### config.mk
export PLATFORM = sky130hd
export DESIGN_NAME = gng_front
export DESIGN_NICKNAME = d
export VERILOG_FILES = /design/src/rtl/gng_pkg.sv /design/src/rtl/gng_front.sv
export SDC_FILE = /design/constraint.sdc
export NUM_CORES = 1
export LEC_CHECK = 0
export BUFFER_PORTS_ARGS = -buffer_cell sky130_fd_sc_hd__buf_2
export CAP_MARGIN = 15
export CELL_PAD_IN_SITES_DETAIL_PLACEMENT = 1
export CELL_PAD_IN_SITES_GLOBAL_PLACEMENT = 2
export CORE_ASPECT_RATIO = 1.1
export CORE_MARGIN = 2
export CORE_UTILIZATION = 32
export CTS_CLUSTER_SIZE = 12
export DETAILED_ROUTE_END_ITERATION = 6
export MAX_ROUTING_LAYER = met4
export PLACE_DENSITY = 0.86
export SETUP_SLACK_MARGIN = 0.02
export SYNTH_ARGS = -nofsm -noshare
export SYNTH_HDL_FRONTEND = slang
export SYNTH_SLANG_ARGS = --single-unit
### constraint.sdc
create_clock -name clk -period 4.8 [get_ports clk]
set_input_delay 0.72 -clock clk [delete_from_list [all_inputs] [get_ports clk]]
set_output_delay 0.72 -clock clk [all_outputs]
set_load 0.02 [all_outputs]
### src/rtl/gng_pkg.sv
// shared types, constants and helper functions of the gaussian noise generator
package gng_pkg;

  localparam logic [63:0] SEED_RESET  = 64'd12345;
  localparam logic [4:0]  REDRAW_MAX  = 5'd16;
  localparam int          QDEPTH      = 2;
  localparam int          QAW         = 1;
  localparam logic [30:0] TWO_LN2_Q30 = 31'd1488522236;
  localparam logic signed [33:0] CORDIC_X0 = 34'sd652032874;
  localparam logic [1:0]  IDX_MODE = 2'd0;
  localparam logic [1:0]  IDX_MEAN = 2'd1;
  localparam logic [1:0]  IDX_STD  = 2'd2;
  localparam logic        OP_DRAW  = 1'b0;
  localparam logic        OP_LOAD  = 1'b1;

  typedef struct packed {
    logic        gauss;
    logic [31:0] w1;
    logic [31:0] w2;
    logic [63:0] st;
  } gng_word_t;

  typedef enum logic [1:0] {F_IDLE, F_W2, F_REDRAW, F_PUSH} gng_fstate_t;

  typedef enum logic [2:0] {
    B_IDLE, B_UNI, B_LOG, B_RMUL, B_SQRT, B_GMUL, B_SMUL, B_OUT
  } gng_bstate_t;

  function automatic logic [63:0] advance(input logic [63:0] s);
    logic [63:0] x;
    x = s;
    x = x ^ (x << 13);
    x = x ^ (x >> 7);
    x = x ^ (x << 17);
    return x;
  endfunction

  // base-2 log, integer part from leading one, 26 fraction bits by squaring
  function automatic logic [30:0] log2_q26(input logic [31:0] v);
    logic [4:0]  e;
    logic [63:0] m;
    logic [63:0] sq;
    logic [25:0] frac;
    e = '0;
    frac = '0;
    for (int i = 0; i < 32; i++) begin
      if (v[i]) e = 5'(i);
    end
    m = 64'(v) << (5'd31 - e);
    for (int k = 0; k < 26; k++) begin
      sq = m * m;
      m = sq >> 31;
      frac = {frac[24:0], m[32]};
      if (m[32]) m = m >> 1;
    end
    return {e, frac};
  endfunction

  function automatic logic signed [33:0] arc_q(input logic [4:0] i);
    logic [31:0] a;
    case (i)
      5'd0:  a = 32'h20000000;
      5'd1:  a = 32'h12E4051E;
      5'd2:  a = 32'h09FB385B;
      5'd3:  a = 32'h051111D4;
      5'd4:  a = 32'h028B0D43;
      5'd5:  a = 32'h0145D7E1;
      5'd6:  a = 32'h00A2F61E;
      5'd7:  a = 32'h00517C55;
      5'd8:  a = 32'h0028BE53;
      5'd9:  a = 32'h00145F2F;
      5'd10: a = 32'h000A2F98;
      5'd11: a = 32'h000517CC;
      5'd12: a = 32'h00028BE6;
      5'd13: a = 32'h000145F3;
      5'd14: a = 32'h0000A2F9;
      5'd15: a = 32'h0000517D;
      5'd16: a = 32'h000028BE;
      5'd17: a = 32'h0000145F;
      5'd18: a = 32'h00000A30;
      5'd19: a = 32'h00000518;
      5'd20: a = 32'h0000028C;
      5'd21: a = 32'h00000146;
      5'd22: a = 32'h000000A3;
      5'd23: a = 32'h00000051;
      5'd24: a = 32'h00000029;
      5'd25: a = 32'h00000014;
      5'd26: a = 32'h0000000A;
      5'd27: a = 32'h00000005;
      5'd28: a = 32'h00000003;
      5'd29: a = 32'h00000001;
      5'd30: a = 32'h00000001;
      default: a = 32'h00000000;
    endcase
    return $signed({2'b00, a});
  endfunction

endpackage

### src/rtl/gng_front.sv
// front end: takes words, reseeds, steps the xorshift state and collects draws
module gng_front (
  input  logic               clk,
  input  logic               rst_n,
  input  logic               push,
  output logic               full,
  input  logic               in_operation,
  input  logic [63:0]        in_seed_value,
  input  logic               draw_mode,
  input  logic               q_full,
  output logic               q_push,
  output gng_pkg::gng_word_t q_word
);

  gng_pkg::gng_fstate_t state_r, state_nxt;
  logic [63:0] st_r, st_nxt;
  logic [31:0] w1_r, w1_nxt, w2_r, w2_nxt;
  logic [4:0]  cnt_r, cnt_nxt;
  logic        gauss_r, gauss_nxt;
  logic [63:0] adv;
  logic        take;

  assign adv  = gng_pkg::advance(st_r);
  assign take = push && !full;

  always_comb begin
    state_nxt = state_r;
    unique case (state_r)
      gng_pkg::F_IDLE: begin
        if (take && in_operation == gng_pkg::OP_DRAW)
          state_nxt = draw_mode ? gng_pkg::F_W2 : gng_pkg::F_PUSH;
      end
      gng_pkg::F_W2: state_nxt = gng_pkg::F_REDRAW;
      gng_pkg::F_REDRAW: begin
        if (!(w1_r == '0 && cnt_r != gng_pkg::REDRAW_MAX)) state_nxt = gng_pkg::F_PUSH;
      end
      gng_pkg::F_PUSH: begin
        if (!q_full) state_nxt = gng_pkg::F_IDLE;
      end
      default: state_nxt = gng_pkg::F_IDLE;
    endcase
  end

  always_comb begin
    full      = (state_r != gng_pkg::F_IDLE);
    st_nxt    = st_r;
    w1_nxt    = w1_r;
    w2_nxt    = w2_r;
    cnt_nxt   = cnt_r;
    gauss_nxt = gauss_r;
    q_push    = 1'b0;
    unique case (state_r)
      gng_pkg::F_IDLE: begin
        if (take) begin
          if (in_operation == gng_pkg::OP_LOAD) begin
            st_nxt = in_seed_value;
          end else begin
            st_nxt    = adv;
            w1_nxt    = adv[31:0];
            gauss_nxt = draw_mode;
          end
        end
      end
      gng_pkg::F_W2: begin
        st_nxt  = adv;
        w2_nxt  = adv[31:0];
        cnt_nxt = '0;
      end
      gng_pkg::F_REDRAW: begin
        // redraw u1 while zero, bounded
        if (w1_r == '0 && cnt_r != gng_pkg::REDRAW_MAX) begin
          st_nxt  = adv;
          w1_nxt  = adv[31:0];
          cnt_nxt = cnt_r + 5'd1;
        end
      end
      gng_pkg::F_PUSH: q_push = !q_full;
      default: ;
    endcase
    q_word.gauss = gauss_r;
    q_word.w1    = (gauss_r && w1_r == '0) ? 32'd1 : w1_r;
    q_word.w2    = w2_r;
    q_word.st    = st_r;
  end

  always_ff @(posedge clk) begin
    if (!rst_n) begin
      state_r <= gng_pkg::F_IDLE;
      st_r    <= gng_pkg::SEED_RESET;
    end else begin
      state_r <= state_nxt;
      st_r    <= st_nxt;
    end
    w1_r    <= w1_nxt;
    w2_r    <= w2_nxt;
    cnt_r   <= cnt_nxt;
    gauss_r <= gauss_nxt;
  end

endmodule

==> metrics.csv <==
metric;value;unit
outcome;finished, final reports clean;
syn_to_final_growth;24.74;%
start_util;32.50;%
fmax;328.0;MHz
synth_nets;785;
clk-insertion-delay-late;430;ps
dr.first_iter.drc_count;409;
dr.pass1.iters;5;
grt_first_pass_wirelength;36.75;mm
cts_buffers;17;
ctsResizeCount;0;
skew;8.909;ps
drive_gt1_share;29.29;%
cp-start-kind;flip-flop;
core;0.02204;sq mm
hp-class;in2reg;
slowest_stage;nor2_4;
cts_root_buf;clkbuf_16;
cts_setup_buffers;0;
worstPathArrival;3320;ps
diodes;0;
synthTopCellsByCount;xnor2_1, nor2_1, edfxtp_1, dfxtp_1, nand2_1;
nets;939;
vias;5878;
fill_cells;2534;
via_per_inst;5.028;
clock-sinks;136;
die-area;0.02360;sq mm
maxCapViolations;0;
rows;57;
post-route-min-period;3048;ps
yosys_warnings;0;
drc;0;
netlist_instances;708;
regArea;0.003423;sq mm
wl_per_cell;21.34;microns
drt_wl_total;24.95;mm
synth_area;0.007162;sq mm
yosysSeqAreaShare;47.80;%
rsz0062_at_grt;no;
grt_max_degree;53;
post-synth-top-count-cell;xnor2_1;
syn_avg_cell_area;10.12;sq um
track_usage;21.51;%
synthDistinctLibCells;42;
gp_congestion;0.8267;
io_pins;201;
synthTopCellsByArea;edfxtp_1, dfxtp_1, xnor2_1, nor2_1, o32ai_1;
cts_tree;done;
clock_path_buffers;2;
dp_hpwl;18.66;mm
die_y;160.9;microns
slew-limit-headroom;36.30;%
criticalPathCategory;reg2reg;
io_buffer_count;200;
synth_edf_count;70;
setup_viol;0;
path_cells;nor4_2 -> nand4_2 -> o31a_1 -> nor2_4 -> buf_4 -> a311oi_1;
tightest_slew;953.4;ps
multi_input_area;0.003369;sq mm
timing.setup.tns;0;ps
grt_overflow_total;0;
antenna_found_initial;0;
async_flop_share;0;%
finalHoldViolCount;0;
synth_top_cell_by_area;edfxtp_1;
grt_pass1_vias;5878;
post-synth-top-area-fraction;29.35;%
cts_htree_levels;4;
die_w;146.6;microns
cp_top_family;simple AND/OR/NAND/NOR gates;
drt.antenna.violating_nets;0;
path_max_fanout;32;
fin_crit_sh;63.51;%
path_buf_inv;1;
max_stage_delay;620;ps
maxSlewViolCount;0;
crit_required;5070;ps
clkTransAtPathRegs;60;ps
ys_ff_latch;136;
cp-end-kind;flip-flop;
cts_hold_buffers;0;
synth_flop_cell;edfxtp_1;
state kept, by name (all words and copies together), names as in the netlist:
register  flops
gauss_r       1
st_r         64
state_r       2
w1_r         32
w2_r         32
cnt_r         5
stage by stage:
stage	instance area [sq um]	instances	hold slack, ps	util [%]	worst slack [ps]
2_1_floorplan	7162	708	467.7	-	1419
3_3_place_gp	8302	1138	488.4	37.67	1875
3_5_place_dp	8302	1138	496.3	37.67	1754
4_1_cts	8934	1169	472.5	40.54	1745
5_1_grt	8934	1169	476.1	40.54	1615
6_report	8934	1169	484.5	40.54	1752
area by class of cell:
class / count / area share (%)
Inverter: 15 / 0.6303
Multi-Input combinational cell: 481 / 37.72
Timing Repair Buffer: 211 / 12.13
Clock buffer: 19 / 4.846
Clock inverter: 12 / 2.227
Tap cell: 295 / 4.132
Sequential cell: 136 / 38.32
kinds of logic after synthesis:
logic type,Yosys count,synth area share [%]
buffers and inverters,91,5.451
AOI/OAI and AO/OA,119,12.16
and+or+nand+nor,186,12.09
xor gates and xnor gates,167,21.00
muxes,2,0.2795
DFF,136,47.80
adders and majority gates,7,1.223
worst reg2reg max path, cell delays in order (launching register included):
cell	delay, ps
edfxtp_1	420
nor4_2	450
nand4_2	260
o31a_1	520
nor2_4	620
buf_4	480
a311oi_1	160
per-layer routing:
metal / track usage [%] / vias to the layer above / share of wire [%]
met5: - / - / 0
met4: 7.105 / 0 / 2.2
met3: 3.551 / 33 / 5.2
met2: 35.15 / 227 / 49
met1: 27.24 / 2888 / 43
li1: - / 2730 / -
worst paths after layout:
path,from,end,slack (ps),cells past startpoint
max,w1_r[3]$_DFFE_PP_,st_r[28]$_SDFFE_PN0P_,1750,6
min,draw_mode,gauss_r$_DFFE_PP_,480,1
max reg2reg,w1_r[3]$_DFFE_PP_,st_r[28]$_SDFFE_PN0P_,1750,6
min reg2reg,st_r[59]$_SDFFE_PN0P_,st_r[59]$_SDFFE_PN0P_,500,2
placed cells by master (no fill, tap or decap), types with 17 or more instances in the layout:
cell       count
a21oi_1       25
buf_2        200
clkbuf_16     17
dfxtp_1       66
edfxtp_1      70
nand2_1       64
nor2_1        83
o32ai_1       31
xnor2_1      135
xor2_1        29
Power is left out: the tool's default activity adds up to more than one toggle a clock period on the data nets, which glitch-free logic cannot reach.
