[src/rtl/gng_pkg.sv]
// shared types, constants and helper functions of the gaussian noise generator
package gng_pkg;

  localparam logic [63:0] SEED_RESET  = 64'd12345;
  localparam logic [4:0]  REDRAW_MAX  = 5'd16;
  localparam int          QDEPTH      = 2;
  localparam int          QAW         = 1;
  localparam logic [30:0] TWO_LN2_Q30 = 31'd1488522236;
  localparam logic signed [33:0] CORDIC_X0 = 34'sd652032874;
  localparam logic [1:0]  IDX_MODE = 2'd0;
  localparam logic [1:0]  IDX_MEAN = 2'd1;
  localparam logic [1:0]  IDX_STD  = 2'd2;
  localparam logic        OP_DRAW  = 1'b0;
  localparam logic        OP_LOAD  = 1'b1;

  typedef struct packed {
    logic        gauss;
    logic [31:0] w1;
    logic [31:0] w2;
    logic [63:0] st;
  } gng_word_t;

  typedef enum logic [1:0] {F_IDLE, F_W2, F_REDRAW, F_PUSH} gng_fstate_t;

  typedef enum logic [2:0] {
    B_IDLE, B_UNI, B_LOG, B_RMUL, B_SQRT, B_GMUL, B_SMUL, B_OUT
  } gng_bstate_t;

  function automatic logic [63:0] advance(input logic [63:0] s);
    logic [63:0] x;
    x = s;
    x = x ^ (x << 13);
    x = x ^ (x >> 7);
    x = x ^ (x << 17);
    return x;
  endfunction

  // base-2 log, integer part from leading one, 26 fraction bits by squaring
  function automatic logic [30:0] log2_q26(input logic [31:0] v);
    logic [4:0]  e;
    logic [63:0] m;
    logic [63:0] sq;
    logic [25:0] frac;
    e = '0;
    frac = '0;
    for (int i = 0; i < 32; i++) begin
      if (v[i]) e = 5'(i);
    end
    m = 64'(v) << (5'd31 - e);
    for (int k = 0; k < 26; k++) begin
      sq = m * m;
      m = sq >> 31;
      frac = {frac[24:0], m[32]};
      if (m[32]) m = m >> 1;
    end
    return {e, frac};
  endfunction

  function automatic logic signed [33:0] arc_q(input logic [4:0] i);
    logic [31:0] a;
    case (i)
      5'd0:  a = 32'h20000000;
      5'd1:  a = 32'h12E4051E;
      5'd2:  a = 32'h09FB385B;
      5'd3:  a = 32'h051111D4;
      5'd4:  a = 32'h028B0D43;
      5'd5:  a = 32'h0145D7E1;
      5'd6:  a = 32'h00A2F61E;
      5'd7:  a = 32'h00517C55;
      5'd8:  a = 32'h0028BE53;
      5'd9:  a = 32'h00145F2F;
      5'd10: a = 32'h000A2F98;
      5'd11: a = 32'h000517CC;
      5'd12: a = 32'h00028BE6;
      5'd13: a = 32'h000145F3;
      5'd14: a = 32'h0000A2F9;
      5'd15: a = 32'h0000517D;
      5'd16: a = 32'h000028BE;
      5'd17: a = 32'h0000145F;
      5'd18: a = 32'h00000A30;
      5'd19: a = 32'h00000518;
      5'd20: a = 32'h0000028C;
      5'd21: a = 32'h00000146;
      5'd22: a = 32'h000000A3;
      5'd23: a = 32'h00000051;
      5'd24: a = 32'h00000029;
      5'd25: a = 32'h00000014;
      5'd26: a = 32'h0000000A;
      5'd27: a = 32'h00000005;
      5'd28: a = 32'h00000003;
      5'd29: a = 32'h00000001;
      5'd30: a = 32'h00000001;
      default: a = 32'h00000000;
    endcase
    return $signed({2'b00, a});
  endfunction

endpackage

[src/rtl/gng_fifo.sv]
// short queue of draw words between front and back
module gng_fifo (
  input  logic               clk,
  input  logic               rst_n,
  input  logic               wr,
  input  gng_pkg::gng_word_t wdata,
  output logic               q_full,
  input  logic               rd,
  output gng_pkg::gng_word_t rdata,
  output logic               q_empty
);

  gng_pkg::gng_word_t mem_r [gng_pkg::QDEPTH];
  logic [gng_pkg::QAW-1:0] wp_r, rp_r;
  logic [gng_pkg::QAW:0]   cnt_r;

  assign q_full  = (cnt_r == (gng_pkg::QAW+1)'(gng_pkg::QDEPTH));
  assign q_empty = (cnt_r == '0);
  assign rdata   = mem_r[rp_r];

  always_ff @(posedge clk) begin
    if (wr) mem_r[wp_r] <= wdata;
  end

  always_ff @(posedge clk) begin
    if (!rst_n) begin
      wp_r  <= '0;
      rp_r  <= '0;
      cnt_r <= '0;
    end else begin
      if (wr) wp_r <= wp_r + 1'b1;
      if (rd) rp_r <= rp_r + 1'b1;
      cnt_r <= cnt_r + (gng_pkg::QAW+1)'(wr) - (gng_pkg::QAW+1)'(rd);
    end
  end

endmodule

[config.mk]
export PLATFORM = sky130hd
export DESIGN_NAME = gng_fifo
export DESIGN_NICKNAME = d
export VERILOG_FILES = /design/src/rtl/gng_pkg.sv /design/src/rtl/gng_fifo.sv
export SDC_FILE = /design/constraint.sdc
export NUM_CORES = 1
export LEC_CHECK = 0
export BUFFER_PORTS_ARGS = -buffer_cell sky130_fd_sc_hd__buf_2
export CORE_ASPECT_RATIO = 2
export CORE_MARGIN = 2
export CORE_UTILIZATION = 55
export DETAILED_ROUTE_END_ITERATION = 6
export PLACE_DENSITY = 0.82
export SLEW_MARGIN = 20
export SYNTH_ARGS = -nofsm -noshare
export SYNTH_HDL_FRONTEND = slang
export SYNTH_SLANG_ARGS = --single-unit
[constraint.sdc]
create_clock -name clk -period 26.5 [get_ports clk]
set_input_delay 7.95 -clock clk [delete_from_list [all_inputs] [get_ports clk]]
set_output_delay 7.95 -clock clk [all_outputs]
set_load 0.01 [all_outputs]
==> results of run 1 <==
worst max-delay path, stage by stage, from the launching register on:
cell     delay, ps
dfxtp_4        830
buf_4          800
mux2_2         430
buf_2          140
sequential cells by signal (all words and copies together), names as in the netlist, named ones only:
name,flops
wp_r,1
rp_r,1
cnt_r,2
mem_r,258
layout make-up:
| class | instances | area, µm² | share of cell area, % |
|---|---|---|---|
| Antenna cell | 7 | 17.5 | 0.150 |
| Clock inverter | 13 | 114 | 0.972 |
| Clock buffer | 24 | 537 | 4.58 |
| Inverter | 2 | 7.51 | 0.0641 |
| Sequential cell | 263 | 7850 | 67.0 |
| Tap cell | 210 | 263 | 2.24 |
| Multi-Input combinational cell | 143 | 1580 | 13.5 |
| Timing Repair Buffer | 267 | 1350 | 11.5 |
layer usage:
| layer | wire, µm | share of wire (%) |
|---|---|---|
| met4 | 921 | 4.9 |
| met3 | 1270 | 6.7 |
| met2 | 10800 | 58 |
| met1 | 5740 | 31 |
| met5 | 37 | 0.20 |
worst max path at each step:
| stage | startpoint | to | cells after the start |
|---|---|---|---|
| after floorplan | wr | mem_r[0][0] | 1 |
| after global placement | flip-flop | rdata[12] | 3 |
| after detailed placement | flip-flop | rdata[71] | 3 |
| after CTS | flip-flop | rdata[71] | 3 |
| after global routing | flip-flop | rdata[71] | 3 |
| final | flip-flop | rdata[71] | 3 |
synth_stat cells, drive strengths merged:
cell type and number:
o21a 1, xnor3 1, nor2b 4, ha 2
dfxtp 5, inv 2, mux2 129, and2 4
buf 14, edfxtp 258, nor2 1, xor2 1
power groups by stage:
stage                     combinational (mW)  sequential, mW  clock (mW)
after floorplan                       0.0562           0.497           0
final                                 0.0902           0.490       0.294
after global routing                  0.0969           0.492       0.318
after global placement                0.0878           0.497           0
after detailed placement              0.0909           0.499           0
after CTS                             0.0915           0.490       0.301
kinds of logic after synthesis:
group,Yosys count
xor+xnor,2
fa+ha+maj,2
buf+inv,16
mux,129
flops,263
simple gates,9
compound gates,1
==> metrics.yaml, run 1 <==
sta:
  fin_ws_ps: 15740
  skew_ps: 6.47
  finalHoldViolations: 0
  fmax_mhz: 93.0
  period_needed_ps: 10760
  fin_crit_sh_pct: 40.6
  hold_ws_ps: 624
  timing.slew.headroom_pct: 39.4
  final_max_slew_viol_count: 0
  setup_tns_ps: 0
  rsz0062_at_grt: "false"
  setup_viol: 0
  tightest_slew_ps: 909
critical_path:
  crit_path_end_kind: "primary output"
  crit_arrival_ps: 2810
  critPathKind: "reg2out"
  r2r_slack_ps: 24060
  r2r_start: "wp_r"
  required_ps: 18550
  critPathLaunchType: "flip-flop"
  reg2reg_to: "mem_r[1][1]"
  worst-r2r-cell-count: 2
  path_max_fanout: 70
route:
  drtPass1Iterations: 4
  via_per_inst: 5.26
  drc_errors: 0
  postRouteAntennaNets: 0
  route.vias.total: 4884
  drtIter0Drc: 207
  wire_per_inst_um: 20.2
  drt-total-wl_um: 18800
pwr:
  p_clk_share_pct: 33.6
  internal-power_mw: 0.690
  pwr-share-seq_pct: 56.1
  power_density_nw_per_um2: 74.6
  p_sw_mw: 0.184
  peakVddDrop_mv: 0.0661
  p_comb_share_pct: 10.3
  power.leakage_nw: 4.40
  switching_share_pct: 21.0
  power.total_mw: 0.874
floorplan:
  dieArea_um2: 18500
  core_um2: 17200
  ioPinCount: 264
  num_rows: 68
  die_h_um: 191
  start_util_pct: 55.7
  die_w_um: 97.3
global_route:
  antenna_found_initial: 10
  grt_busiest_layer: "met2"
  grtUsageMet1_pct: 18.4
  grt_usage_pct: 19.6
  use_met2_pct: 38.2
  gr-total-overflow: 0
  met3_usage_pct: 5.10
  grt_pass1_vias: 5400
  grt_pass1_wl_um: 27800
  grt_max_degree: 71
min_path:
  hold_path_startpoint: "rp_r"
  whs_path_depth: 2
  hold_path_class: "reg2reg"
  whs_endpoint: "rp_r"
finish:
  drive_gt1_share_pct: 60.4
  fillerInstances: 1158
  final_common_cell: "buf_2"
  fin_nets: 833
  synthToLayoutAreaGrowth_pct: 22.3
  final_cell_mix: "buf_2, edfxtp_1, mux2_2"
  final_cells: 929
  fin_util_pct: 68.2
  stdcell_area_um2: 11700
logic_synthesis:
  synth_compound_gate_area_share_pct: 0.0784
  synth.area.top_cells: "edfxtp_1, mux2_2, buf_6, dfxtp_1, and2_1"
  synthXorXnorAreaFrac_pct: 0.327
  yosysTopAreaCell: "edfxtp_1"
  syn-num-nets: 557
  yosysSeqAreaShare_pct: 81.9
  synth_fa_ha_area_share_pct: 0.261
  synth_area_um2: 9580
  synth.ff_latch_count: 263
  avgSynthCellArea_um2: 22.7
  synth_top_area_share_pct: 80.9
  yosys_warnings: 0
  synthSimpleGateAreaFrac_pct: 0.562
  muxShareOfSynthArea_pct: 15.2
  synthCells: 422
  synthDistinctLibCells: 13
  synth_top_family_by_area: "multiplexers"
clock_network:
  cts_buffers: 21
  clk_latency_ps: 480
  cts_root_buffer: "clkbuf_16"
  postCtsResizedCells: 0
  postCtsSetupRepairBufs: 0
  cts_tree: "yes"
  clk_pin_slew_ps: 60
  cts_sinks: 263
  cts-hold-fix-buffers: 0
  clockBufferDepth: 3
  ctsHtreeMaxLevel: 1
placed_design:
  io_buffer_count: 263
  dp_cells: 885
  preCtsSetupSlack_ps: 16220
  dp_hpwl_um: 13100
  gp_congestion: 0.766
  dpl_cell_area_um2: 11000
flow_run:
  cap_violations: 0
outcome:
  status: "finished clean"
Power figures use the tool's default switching activity.
==> run 2, diff against run 1 <==
Settings changed: CORE_UTILIZATION 55 to 52, PLACE_DENSITY 0.82 to 0.78.
Clock period 26.5 ns to 10 ns, I/O delays scaled along.
==> run 2 against run 1 <==
Flip-flop and latch count stayed put. Highest routed layer unchanged. Sequential power rose to 2.7 times the previous value. Non-clock buffer count unchanged. Via count grew 1.9%. Critical path depth is the same. Final area grew 0.96%. Worst setup slack got worse by 12000 ps. Clock power grew to 3.0 times the previous value. Power rose to 2.8 times the previous value. Combinational power grew to 2.6 times the previous value. Hold slack got worse by 42 ps.
==> metrics.yaml, run 2 (synthesis gave the netlist of run 1 again) <==
global_route:
  antenna_found_initial: 4
  grt_max_degree: 74
  grt_usage_pct: 18.9
  grt_pass1_vias: 5396
  gr-total-overflow: 0
  grt_pass1_wl_um: 28000
clock_network:
  clk_latency_ps: 500
  cts-hold-fix-buffers: 0
  cts_sinks: 263
  clockBufferDepth: 3
  ctsHtreeMaxLevel: 1
  postCtsSetupRepairBufs: 0
  clk_pin_slew_ps: 60
  cts_tree: "yes"
  postCtsResizedCells: 0
  cts_buffers: 23
  cts_root_buffer: "clkbuf_16"
sta:
  period_needed_ps: 5800
  rsz0062_at_grt: "false"
  tightest_slew_ps: 1010
  timing.slew.headroom_pct: 32.5
  finalHoldViolations: 0
  setup_viol: 0
  setup_tns_ps: 0
  final_max_slew_viol_count: 0
  fin_crit_sh_pct: 58.0
  skew_ps: 6.97
  fmax_mhz: 173
  fin_ws_ps: 4200
floorplan:
  die_w_um: 100
  start_util_pct: 52.8
  num_rows: 70
  die_h_um: 196
  core_um2: 18100
  ioPinCount: 264
  dieArea_um2: 19600
pwr:
  power_density_nw_per_um2: 206
  power.leakage_nw: 4.45
  peakVddDrop_mv: 0.217
finish:
  drive_gt1_share_pct: 60.6
  final_common_cell: "buf_2"
  synthToLayoutAreaGrowth_pct: 23.5
  biggestRegsByFlops: "mem_r x258, cnt_r x2"
  final_cell_mix: "buf_2, edfxtp_1, mux2_2"
  fin_nets: 835
  fin_util_pct: 65.2
  final_cells: 935
  largest_reg_flops: 258
  regMostFlops: "mem_r"
critical_path:
  path_cells: "buf_4 > mux2_2 > buf_2"
  crit_arrival_ps: 2800
  crit_path_top_delay_cell: "dfxtp_4"
  required_ps: 7000
  critPathKind: "reg2out"
  critPathLaunchType: "flip-flop"
  slowest_delay_ps: 930
  crit_path_end_kind: "primary output"
  path_max_fanout: 70
route:
  drtPass1Iterations: 4
  via_per_inst: 5.32
  postRouteAntennaNets: 0
  drtIter0Drc: 194
  wire_per_inst_um: 20.6
  route.vias.total: 4975
  drt-total-wl_um: 19200
  drc_errors: 0
placed_design:
  gp_congestion: 0.792
  dp_cells: 891
  dp_hpwl_um: 13000
  preCtsSetupSlack_ps: 4630
  io_buffer_count: 263
min_path:
  hold_path_class: "reg2reg"
flow_run:
  cap_violations: 0
outcome:
  status: "finished clean"
-- run 2: critical path: cells and delay by family (launching register included) --
family | cells | cell delay [ps]
mux | 1 | 440
buf+inv | 2 | 900
flops | 1 | 930
-- run 2: metrics by stage --
step	power, mW	hold WS [ps]	area [µm²]
2_1_floorplan	1.47	555	9580
3_3_place_gp	1.55	559	11100
3_5_place_dp	1.56	574	11100
4_1_cts	2.46	593	11800
5_1_grt	2.51	601	11800
6_report	2.43	581	11800
-- run 2: worst paths after layout --
kind	from	end	slack [ps]	cells after the start
setup / recovery	flip-flop	rdata[17]	4200	3
hold / removal	rp_r	flip-flop	580	2
setup reg to reg	wp_r	mem_r[1][99]	7570	2
hold reg to reg	rp_r	flip-flop	580	2
-- run 2: final cells by class --
| class | instances | area, µm² |
|---|---|---|
| multi-input combinational | 143 | 1580 |
| fill | 1253 | 6300 |
| sequential | 263 | 7850 |
| clock buffer | 24 | 579 |
| clock inverter | 16 | 184 |
| tap | 216 | 270 |
| timing repair buffer | 267 | 1350 |
| antenna | 4 | 10.0 |
| inverter | 2 | 7.51 |
-- run 2: where the power goes --
| group | leakage (nW) | switching [mW] | internal, mW |
|---|---|---|---|
| registers | 2.46 | 0.0258 | 1.28 |
| logic | 1.61 | 0.121 | 0.116 |
| clock network | 0.379 | 0.369 | 0.525 |
-- run 2: routing by layer --
| metal | GRT usage, % | wire [µm] | up-vias |
|---|---|---|---|
| li1 | - | - | 2235 |
| met1 | 18.1 | 6020 | 2454 |
| met2 | 36.2 | 10900 | 223 |
| met3 | 4.81 | 1330 | 61 |
| met4 | 9.39 | 927 | 2 |
| met5 | 0 | 7 | - |
==> run 3, diff against run 2 <==
Settings changed: ABC_AREA set to 1.
Clock period 10 ns to 6.1 ns, I/O delays scaled along.
==> run 3 against run 2 <==
Combinational power rose by 50%. Register-to-register slack worse by 3700 ps. Largest power group unchanged. Non-clock buffer count did not move. Critical path depth is the same. Core utilization down 0.22 points. Critical endpoint unchanged.
==> metrics.yaml, run 3 <==
route:
  drc_errors: 0
  route.vias.total: 4985
  wire_per_inst_um: 20.3
  drt-total-wl_um: 19200
  via_per_inst: 5.26
  postRouteAntennaNets: 0
  drtIter0Drc: 174
  drtPass1Iterations: 4
sta:
  skew_ps: 8.77
  tightest_slew_ps: 896
  setup_tns_ps: 0
  final_max_slew_viol_count: 0
  rsz0062_at_grt: "false"
  finalHoldViolations: 0
  period_needed_ps: 4190
  setup_viol: 0
  fin_crit_sh_pct: 68.7
  fmax_mhz: 239
  timing.slew.headroom_pct: 40.3
finish:
  biggestRegsByFlops: "mem_r x258, cnt_r x2"
  largest_reg_flops: 258
  fin_nets: 846
  drive_gt1_share_pct: 59.4
  fillerInstances: 1236
  regMostFlops: "mem_r"
  final_cell_mix: "buf_2, edfxtp_1, mux2_2"
  synthToLayoutAreaGrowth_pct: 23.1
  final_common_cell: "buf_2"
global_route:
  met3_usage_pct: 3.95
  grt_usage_pct: 18.8
  grt_pass1_vias: 5406
  use_met2_pct: 36.5
  grt_pass1_wl_um: 27900
  grt_busiest_layer: "met2"
  gr-total-overflow: 0
  grt_max_degree: 130
  antenna_found_initial: 5
  grtUsageMet1_pct: 17.8
critical_path:
  path_max_fanout: 75
  critPathKind: "reg2out"
  crit_path_end_kind: "primary output"
  crit_arrival_ps: 2360
  required_ps: 4270
  critPathLaunchType: "flip-flop"
clock_network:
  postCtsResizedCells: 0
  cts_sinks: 263
  cts_tree: "yes"
  postCtsSetupRepairBufs: 0
  clockBufferDepth: 3
  cts_buffers: 22
  cts-hold-fix-buffers: 0
  clk_pin_slew_ps: 60
  cts_root_buffer: "clkbuf_16"
  ctsHtreeMaxLevel: 1
  clk_latency_ps: 490
logic_synthesis:
  synthCells: 434
  synth_top_area_share_pct: 80.9
  synth_area_um2: 9580
  yosys_most_used_dff: "edfxtp_1"
  async_reset_ff_share_pct: 0
  yosysSeqAreaShare_pct: 81.9
  synth.most_common_cell: "edfxtp_1"
  yosys_warnings: 0
  synth.area.top_cells: "edfxtp_1, mux2_2, buf_6, dfxtp_1, nor2_1"
  synth_common_cells: "edfxtp_1, mux2_2, buf_6"
  synthDistinctLibCells: 11
  synth.ff_latch_count: 263
  synth-edff-count: 258
  yosysTopAreaCell: "edfxtp_1"
  syn-num-nets: 569
  avgSynthCellArea_um2: 22.1
floorplan:
  start_util_pct: 52.8
  num_rows: 70
  core_um2: 18100
  die_h_um: 196
  die_w_um: 100
  dieArea_um2: 19600
  ioPinCount: 264
placed_design:
  dp_hpwl_um: 13200
  io_buffer_count: 263
  gp_congestion: 0.815
pwr:
  power.total_mw: 3.83
  power.leakage_nw: 4.45
  power_density_nw_per_um2: 325
  peakVddDrop_mv: 0.297
outcome:
  status: "finished clean"
flow_run:
  cap_violations: 0
min_path:
  hold_path_class: "reg2reg"
## run 3: changes by cell type in the layout (fill, tap and decap cells not counted), sizes merged, moves of 3 or more
cell and delta:
nand2 +8, nor2 +8, clkbuf +7, and2 -4, inv +4, nor2b -4, bufinv -3, clkinv -3
## run 3: worst max-delay path, cell delays in order, from the launching register on
cell and delay (ps):
dfxtp_4 830, buf_12 420, mux2_2 400, buf_2 150
## run 3: cell families after synthesis
kind of cell    Yosys count  synth area share [%]
buf+inv                  21                  1.86
simple gates             18                 0.719
fa+ha+maj                 2                 0.261
compound gates            1                0.0522
flops                   263                  81.9
mux                     129                  15.2
## run 3: where the power goes
part / internal [mW] / switching, mW / total [mW]
registers: 2.09 / 0.0346 / 2.13
logic: 0.166 / 0.191 / 0.357
clock network: 0.761 / 0.584 / 1.35
total: 3.02 / 0.810 / 3.83
## run 3: through the flow
stage | util, % | hold slack (ps) | setup slack [ps] | instances | cell area (µm²)
floorplan | - | 463 | 461 | 434 | 9580
global placement | 61.1 | 481 | 2430 | 903 | 11100
detailed placement | 61.1 | 502 | 2320 | 903 | 11100
CTS | 65.0 | 517 | 1830 | 943 | 11800
global route | 65.0 | 580 | 1790 | 947 | 11800
finish | 65.0 | 516 | 1910 | 947 | 11800
## run 3: worst paths after layout
check	endpoint	startpoint	slack (ps)	depth (start not counted)
hold / removal	rp_r	rp_r	520	2
setup reg to reg	mem_r[1][37]	wp_r	3900	3
setup / recovery	rdata[17]	flip-flop	1910	3
hold reg to reg	rp_r	rp_r	520	2
## run 3: final cells by class
cell class / count / area, µm² / share of cell area [%]
Antenna cell: 4 / 10.0 / 0.0849
Clock buffer: 31 / 626 / 5.31
Clock inverter: 9 / 72.6 / 0.616
Inverter: 7 / 28.8 / 0.244
Multi-Input combinational cell: 150 / 1560 / 13.2
Sequential cell: 263 / 7850 / 66.6
Tap cell: 216 / 270 / 2.29
Timing Repair Buffer: 267 / 1370 / 11.6
## run 3: routing by layer
| metal | vias to the layer above | wire length, µm |
|---|---|---|
| li1 | 2268 | - |
| met4 | 2 | 892 |
| met2 | 195 | 10900 |
| met1 | 2465 | 6190 |
| met3 | 55 | 1170 |
| met5 | - | 11 |
